### src/hdl/frd_pkg.sv
// ----------------------------------------------------------------------------
// frd_pkg
// Shared types and constants for the fraction reducer: payload structs and
// the command and status groups between controller and datapath.
// ----------------------------------------------------------------------------
package frd_pkg;

  // width of numerator and denominator
  localparam int WORD_BITS = 32;
  // counter width for shift count and divider step count
  localparam int CNT_BITS  = $clog2(WORD_BITS);

  typedef logic [WORD_BITS-1:0] word_t;
  typedef logic [CNT_BITS-1:0]  cnt_t;

  // one input item
  typedef struct packed {
    logic signed [WORD_BITS-1:0] num_in;
    logic signed [WORD_BITS-1:0] den_in;
  } in_t;

  // one result item
  typedef struct packed {
    logic signed [WORD_BITS-1:0] num_out;
    logic signed [WORD_BITS-1:0] den_out;
    logic                        zero_over_zero;
  } out_t;

  // divider operand select
  typedef enum logic {
    SEL_NUM = 1'b0,
    SEL_DEN = 1'b1
  } div_sel_t;

  // controller to datapath
  typedef struct packed {
    logic     load;
    logic     strip;
    logic     gcd_step;
    logic     div_start;
    div_sel_t div_sel;
    logic     div_step;
    logic     emit;
  } cmd_t;

  // datapath to controller
  typedef struct packed {
    logic strip_ok;
    logic gcd_done;
    logic div_last;
  } sts_t;

endpackage

### src/hdl/fraction_reducer.sv
// ----------------------------------------------------------------------------
// fraction_reducer
// Reduces a signed fraction to lowest terms by the gcd of its magnitudes.
// ----------------------------------------------------------------------------
// Usage:
//   An item (operands.num_in, operands.den_in) is taken at a clock edge with
//   start high and busy low. busy stays high until the result has been
//   produced; start is ignored meanwhile.
//   The result appears on result for exactly one cycle with done high. The
//   receiver cannot stall, so it must take the result in that cycle.
//   zero_over_zero flags 0/0, which returns 0/0.
// Sequence, from the accepting edge to done:
//   the common factors of two are stripped (at most WORD_BITS-1 of them),
//   then the binary gcd steps run, one shift or one subtract per cycle.
//   The two quotients then share one restoring divider, one bit per
//   cycle, numerator first and denominator second.
//   busy drops in the cycle done is high, so the next item can be taken
//   then; while an item is in progress no other is taken.
// Reset:
//   rst is synchronous; it returns the sequencer to idle and drops done.
// ----------------------------------------------------------------------------
module fraction_reducer (
  input  logic          clk,
  input  logic          rst,
  input  logic          start,
  output logic          busy,
  input  frd_pkg::in_t  operands,
  output frd_pkg::out_t result,
  output logic          done
);
  import frd_pkg::*;

  cmd_t cmd;
  sts_t sts;

  // sequencer
  frd_ctrl u_ctrl (
    .clk   (clk),
    .rst   (rst),
    .start (start),
    .busy  (busy),
    .sts   (sts),
    .cmd   (cmd)
  );

  // arithmetic
  frd_dpath u_dpath (
    .clk      (clk),
    .rst      (rst),
    .operands (operands),
    .cmd      (cmd),
    .sts      (sts),
    .result   (result),
    .done     (done)
  );

endmodule

### src/hdl/frd_ctrl.sv
// ----------------------------------------------------------------------------
// frd_ctrl
// Sequencer for the fraction reducer: common-factor stripping, binary gcd
// loop, then two passes through the shared divider and the result strobe.
// ----------------------------------------------------------------------------
module frd_ctrl (
  input  logic          clk,
  input  logic          rst,
  input  logic          start,
  output logic          busy,
  input  frd_pkg::sts_t sts,
  output frd_pkg::cmd_t cmd
);
  import frd_pkg::*;

  typedef enum logic [6:0] {
    ST_IDLE   = 7'b0000001,
    ST_STRIP  = 7'b0000010,
    ST_GCD    = 7'b0000100,
    ST_DIVN   = 7'b0001000,
    ST_DSTART = 7'b0010000,
    ST_DIVD   = 7'b0100000,
    ST_DONE   = 7'b1000000
  } state_t;

  state_t state;
  state_t state_next;

  // state register
  always_ff @(posedge clk) begin
    if (rst) begin
      state <= ST_IDLE;
    end else begin
      state <= state_next;
    end
  end

  // next state and commands
  always_comb begin
    state_next    = state;
    cmd           = '0;
    cmd.div_sel   = SEL_NUM;
    case (state)
      ST_IDLE: begin
        if (start) begin
          cmd.load   = 1'b1;
          state_next = ST_STRIP;
        end
      end
      ST_STRIP: begin
        if (sts.strip_ok) begin
          cmd.strip = 1'b1;
        end else begin
          state_next = ST_GCD;
        end
      end
      ST_GCD: begin
        if (sts.gcd_done) begin
          cmd.div_start = 1'b1;
          cmd.div_sel   = SEL_NUM;
          state_next    = ST_DIVN;
        end else begin
          cmd.gcd_step = 1'b1;
        end
      end
      ST_DIVN: begin
        cmd.div_step = 1'b1;
        if (sts.div_last) begin
          state_next = ST_DSTART;
        end
      end
      ST_DSTART: begin
        cmd.div_start = 1'b1;
        cmd.div_sel   = SEL_DEN;
        state_next    = ST_DIVD;
      end
      ST_DIVD: begin
        cmd.div_step = 1'b1;
        if (sts.div_last) begin
          state_next = ST_DONE;
        end
      end
      ST_DONE: begin
        cmd.emit   = 1'b1;
        state_next = ST_IDLE;
      end
      default: begin
        state_next = ST_IDLE;
      end
    endcase
  end

  assign busy = (state != ST_IDLE);

  // an accepted item always starts with the stripping phase
  a_start_strip: assert property (@(posedge clk) disable iff (rst)
    (start && !busy) |=> (state == ST_STRIP))
    else $error("accepted item did not enter stripping phase");

  // the result is emitted once and the block goes idle
  a_done_idle: assert property (@(posedge clk) disable iff (rst)
    (state == ST_DONE) |=> (state == ST_IDLE))
    else $error("controller did not return to idle after emit");

  // the numerator divider pass only starts from the gcd phase; the denominator pass starts from the second start state
  a_div_entry: assert property (@(posedge clk) disable iff (rst)
    (state == ST_DIVN && $past(state) != ST_DIVN) |-> $past(state) == ST_GCD)
    else $error("numerator division entered from wrong state");

endmodule

### src/hdl/frd_dpath.sv
// ----------------------------------------------------------------------------
// frd_dpath
// Datapath of the fraction reducer: magnitude capture, binary gcd registers,
// one shared restoring divider and the signed result register.
// ----------------------------------------------------------------------------
module frd_dpath (
  input  logic          clk,
  input  logic          rst,
  input  frd_pkg::in_t  operands,
  input  frd_pkg::cmd_t cmd,
  output frd_pkg::sts_t sts,
  output frd_pkg::out_t result,
  output logic          done
);
  import frd_pkg::*;

  word_t num_mag;
  word_t den_mag;
  word_t an;
  word_t ad;
  logic  neg_n;
  logic  neg_d;
  logic  zz;
  logic  one_zero;
  word_t a;
  word_t b;
  cnt_t  shift;
  word_t dvd;
  word_t dvs;
  word_t rem;
  word_t qn;
  cnt_t  cnt;
  logic [WORD_BITS:0] trial;
  logic               take;
  word_t              num_res;
  word_t              den_res;

  // input magnitudes, most negative value maps to 2^(WORD_BITS-1)
  assign num_mag = operands.num_in[WORD_BITS-1] ? word_t'(-operands.num_in)
                                                : word_t'(operands.num_in);
  assign den_mag = operands.den_in[WORD_BITS-1] ? word_t'(-operands.den_in)
                                                : word_t'(operands.den_in);

  // status towards the controller
  assign sts.strip_ok = !one_zero && !a[0] && !b[0];
  assign sts.gcd_done = (b == '0) && (a[0] || one_zero);
  assign sts.div_last = (cnt == cnt_t'(WORD_BITS - 1));

  // restoring divider trial subtract
  assign trial = {rem, dvd[WORD_BITS-1]};
  assign take  = (trial >= {1'b0, dvs});

  // operand capture and gcd loop
  always_ff @(posedge clk) begin
    if (cmd.load) begin
      an       <= num_mag;
      ad       <= den_mag;
      neg_n    <= operands.num_in[WORD_BITS-1];
      neg_d    <= operands.den_in[WORD_BITS-1];
      zz       <= (num_mag == '0) && (den_mag == '0);
      one_zero <= (num_mag == '0) || (den_mag == '0);
      shift    <= '0;
      // with one side zero the gcd is the other magnitude
      if ((num_mag == '0) || (den_mag == '0)) begin
        a <= num_mag | den_mag;
        b <= '0;
      end else begin
        a <= num_mag;
        b <= den_mag;
      end
    end else if (cmd.strip) begin
      a     <= a >> 1;
      b     <= b >> 1;
      shift <= shift + cnt_t'(1);
    end else if (cmd.gcd_step) begin
      if (!a[0]) begin
        a <= a >> 1;
      end else if (b == '0) begin
        a <= a;
      end else if (!b[0]) begin
        b <= b >> 1;
      end else if (a > b) begin
        a <= b;
        b <= a - b;
      end else begin
        b <= b - a;
      end
    end
  end

  // shared divider, dividend pre-shifted by the common power of two
  always_ff @(posedge clk) begin
    if (cmd.div_start) begin
      dvd <= (cmd.div_sel == SEL_DEN) ? (ad >> shift) : (an >> shift);
      dvs <= a;
      rem <= '0;
      cnt <= '0;
      if (cmd.div_sel == SEL_DEN) begin
        qn <= dvd;
      end
    end else if (cmd.div_step) begin
      rem <= take ? word_t'(trial - {1'b0, dvs}) : trial[WORD_BITS-1:0];
      dvd <= {dvd[WORD_BITS-2:0], take};
      cnt <= cnt + cnt_t'(1);
    end
  end

  // signed results
  assign num_res = neg_n ? word_t'(-qn)  : qn;
  assign den_res = neg_d ? word_t'(-dvd) : dvd;

  // result register
  always_ff @(posedge clk) begin
    if (cmd.emit) begin
      result.num_out        <= zz ? '0 : num_res;
      result.den_out        <= zz ? '0 : den_res;
      result.zero_over_zero <= zz;
    end
  end

  // result strobe
  always_ff @(posedge clk) begin
    if (rst) begin
      done <= 1'b0;
    end else begin
      done <= cmd.emit;
    end
  end

  a_emit_strobe: assert property (@(posedge clk) disable iff (rst)
    cmd.emit |=> done)
    else $error("emit did not raise the result strobe");

  a_zz_zero: assert property (@(posedge clk) disable iff (rst)
    (done && result.zero_over_zero) |-> (result.num_out == '0 && result.den_out == '0))
    else $error("zero over zero result not cleared");

  a_div_clear: assert property (@(posedge clk) disable iff (rst)
    cmd.div_start |=> (rem == '0 && cnt == '0))
    else $error("divider not cleared at start");

endmodule

### config.mk
export PLATFORM = sky130hd
export DESIGN_NAME = fraction_reducer
export DESIGN_NICKNAME = d
export VERILOG_FILES = /design/src/hdl/frd_pkg.sv /design/src/hdl/fraction_reducer.sv /design/src/hdl/frd_ctrl.sv /design/src/hdl/frd_dpath.sv
export SDC_FILE = /design/constraint.sdc
export NUM_CORES = 1
export LEC_CHECK = 0
export ABC_AREA = 1
export BUFFER_PORTS_ARGS = -buffer_cell sky130_fd_sc_hd__buf_2
export CAP_MARGIN = 10
export CORE_ASPECT_RATIO = 0.7
export CORE_MARGIN = 2
export CORE_UTILIZATION = 45
export CTS_BUF_LIST = sky130_fd_sc_hd__clkbuf_8
export DETAILED_ROUTE_END_ITERATION = 8
export PLACE_DENSITY = 0.73
export SYNTH_ARGS = -nofsm -noshare
export SYNTH_HDL_FRONTEND = slang
export SYNTH_SLANG_ARGS = --single-unit
export TNS_END_PERCENT = 1
### constraint.sdc
create_clock -name clk -period 5.45 [get_ports clk]
set_input_delay 0 -clock clk [delete_from_list [all_inputs] [get_ports clk]]
set_output_delay 0 -clock clk [all_outputs]
set_load 0.02 [all_outputs]
==> impl_results.md <==
* Run status: finished clean
* Overall global routing resource usage at 29.1%
* Final clock period utilization by the worst path at 80.2%
* Core footprint at 54100 um^2
* Via count normalized by instance count at 5.69
* Detailed placer's ending HPWL at approximately 66 mm
* Wire length of the first global-routing pass at 130 mm
* Sequential share of the synthesized area at between 30% and 40%
* Worst-case clock buffer depth at 3
* Overflow left after global routing at 0
* Share of flip-flops with an asynchronous set or reset at 0%
* Area of the die at 57000 um^2
* Final min period at 4.37 ns
* Die height at 200 um
* CTS Root Cell: sky130_fd_sc_hd__clkbuf_8
* Number of clock buffers inserted by TritonCTS at 53
* Clock latency on the worst-skew pair at 0.64 ns
* Starting density of the core at ~46%
* Final slew viol count at 0
* Peak supply drop at ~0.36 mV
* Biggest fanout along the worst timing path at 41
* Yosys warning count at 0
* Net count of the finished layout at 3706
* Maximum number of pins on one net before global-route repair at 81
* Cell accounting for the most synthesized area: sky130_fd_sc_hd__edfxtp_1
* P&R area growth vs syn at 12.1%
* Met1 routing resource usage after global routing at 43.5%
* Final Hold Slack at 0.0698 ns
* Met2 track utilization from global routing at between 40% and 50%
* Number of endpoints with negative hold slack in the final report at 0
* Violation count after the first detailed-route iteration at 3050
* Category of the critical setup timing path: reg2reg
* Worst endpoint data arrival time at 4.83 ns
* TNS Setup at 0 ns
* Cells taking the most area after synthesis: sky130_fd_sc_hd__edfxtp_1, sky130_fd_sc_hd__nand2_1, sky130_fd_sc_hd__o21ai_0
* Cells after Synth at 3388
* Grt peak-use layer: met1
* RSZ-0062 raised after global routing: no
* Post-Syn Area at 24800 um^2
* Top FF cell, synth: sky130_fd_sc_hd__edfxtp_1
* Achievable frequency at around 0.23 GHz
* Total power per unit cell area at 506 nW/um^2
* Type of element launching the critical path: register
* Buffers on Ports at around 130
* Setup Skew at ~0.023 ns
* Slew at the pin closest to its max-slew limit at 1.03 ns
* Die W at 284 um
* Leakage power at 12.1 nW
* Global routing usage on met3 at 8.41%
* Maximum level of the CTS H-tree at 2
* Clock tree from TritonCTS: built
* Clock transition at the registers of the reported paths at 0.07 ns
* Length of the first detailed-routing pass in iterations at 5
* Number of library cell types mapped by synthesis at 53
* Number of global-route vias before repair at around 22k
* Syn_area_per_cell at 7.31 um^2
* Layout cells sized above 1 at under 10%
* Number of vias after detailed routing at 24.5k
* Synth cell count leaders: sky130_fd_sc_hd__nand2_1, sky130_fd_sc_hd__inv_1, sky130_fd_sc_hd__nor2_1
* Synthesized Nets at 3560
* Headroom to the max-slew limit at just over 30%
* Count of nets left with antenna violations after detail routing at 0
* Number of antenna violations at the first check in global routing at 3
* Area post-placement at 26000 um^2
* Top cell type's share of synthesized area at 35.5%
* Leading cell type by number of instances after synthesis: sky130_fd_sc_hd__nand2_1
* Total Wirelength at 85.0 mm
* Critical path data required time at 5.91 ns
* RD Place Congestion at 1.06
* Yosys reg bits at 343
* Count of flip-flops with a built-in enable after synthesis at 293
* Worst Hold Class: in2reg
* Final std cell area, no fill at 27800 um^2
* Type of element capturing the critical path: register
* Boundary pin count at 134
* # Max-Cap Violations at 0
* Average wire per cell in the routed design at 19.7 um
* Number of placement rows at just over 70
* Post-layout total power at 14.0 mW
* Post_cts resized at 0
* Number of design rule violations left after detail routing at 0
* Number of sinks driven by the clock tree at 343
* Total setup violations reported at the end of the flow at 0
## layout by cell type, fill, tap and decap left out, types with 52 or more instances in the layout
cell	instances
sky130_fd_sc_hd__buf_2	133
sky130_fd_sc_hd__clkbuf_8	56
sky130_fd_sc_hd__inv_1	350
sky130_fd_sc_hd__nand3_1	228
sky130_fd_sc_hd__a21oi_1	223
sky130_fd_sc_hd__nand2_1	936
sky130_fd_sc_hd__nor3_1	52
sky130_fd_sc_hd__o211ai_1	85
sky130_fd_sc_hd__o21ai_0	268
sky130_fd_sc_hd__ha_1	102
sky130_fd_sc_hd__edfxtp_1	293
sky130_fd_sc_hd__nor2_1	322
sky130_fd_sc_hd__dlygate4sd3_1	69
## flip-flops by register name, summed over array words and instances, names as in the netlist, 5 cells and up
register / flops
u_dpath.ad: 32
u_dpath.cnt: 5
u_dpath.dvs: 32
u_dpath.an: 32
u_ctrl.state: 7
u_dpath.result: 65
u_dpath.qn: 32
u_dpath.a: 32
u_dpath.rem: 32
u_dpath.shift: 5
u_dpath.dvd: 32
u_dpath.b: 32
## area by class of cell
class,instances,area (um^2)
multi-input combinational,2558,13100
clock buffer,56,771
timing repair buffer,225,1530
tap,730,913
antenna,2,5.00
clock inverter,43,334
fill,5237,26300
sequential,343,9800
inverter,353,1330
## where the power goes
| group | switching, mW | internal (mW) | leakage [nW] |
|---|---|---|---|
| combinational | 5.32 | 2.35 | 8.33 |
| sequential | 0.483 | 3.57 | 3.10 |
| clock | 1.09 | 1.24 | 0.621 |
## layer usage
layer / share of wire (%) / wire [um] / up-vias
met1: 44 / 37200 / 11235
met5: 0.019 / 16 / -
met2: 39 / 33500 / 1449
met3: 14 / 11700 / 166
met4: 3.1 / 2600 / 2
li1: - / - / 11685
## worst max-delay path, stage by stage (launching register included)
cell and delay (ns):
sky130_fd_sc_hd__edfxtp_1 0.77, sky130_fd_sc_hd__clkinv_1 0.20, sky130_fd_sc_hd__ha_1 0.26, sky130_fd_sc_hd__fa_1 0.43
sky130_fd_sc_hd__o21ai_0 0.46, sky130_fd_sc_hd__a21oi_1 0.27, sky130_fd_sc_hd__o21ai_2 0.21, sky130_fd_sc_hd__nand2_1 0.07
sky130_fd_sc_hd__nand2_1 0.07, sky130_fd_sc_hd__nand2_2 0.30, sky130_fd_sc_hd__inv_2 0.71, sky130_fd_sc_hd__nand2_1 0.12
sky130_fd_sc_hd__nand3_1 0.10, sky130_fd_sc_hd__o21ai_1 0.07, sky130_fd_sc_hd__o21ai_1 0.16
## path summary, 6_finish.rpt
path	startpoint	end	slack, ns	cells after the start
worst min-delay path	operands[31]	u_dpath.neg_d$_DFFE_PP_	0.07	1
worst max-delay path	u_dpath.a[0]$_DFFE_PP_	u_dpath.b[20]$_DFFE_PP_	1.08	14
worst max register to register	u_dpath.a[0]$_DFFE_PP_	u_dpath.b[20]$_DFFE_PP_	1.08	14
worst min register to register	u_dpath.dvd[29]$_DFFE_PP_	u_dpath.qn[29]$_DFFE_PP_	0.45	0
## cell families after synthesis
family | Yosys count | synth area share, %
simple gates | 1679 | 28.6
compound gates | 687 | 15.6
buf+inv | 487 | 7.78
flops | 343 | 39.6
fa+ha+maj | 105 | 5.39
xor+xnor | 84 | 2.97
mux | 3 | 0.121
## through the flow
stage	worst slack (ns)	instances	utilization (%)
6_report	1.08	4310	51.3
4_1_cts	1.21	4308	51.3
3_3_place_gp	1.34	4140	48.0
2_1_floorplan	0.925	3388	-
5_1_grt	0.678	4309	51.3
3_5_place_dp	1.21	4140	48.0
## what timing repair did
item | 4_1_cts | 5_1_grt
hold buffers | 69 | 0
setup endpoints to repair | 0 | 0
setup buffers | 0 | 0
endpoints found under the hold margin | 110 | 0
No activity file was read; power rests on OpenSTA's default activity.
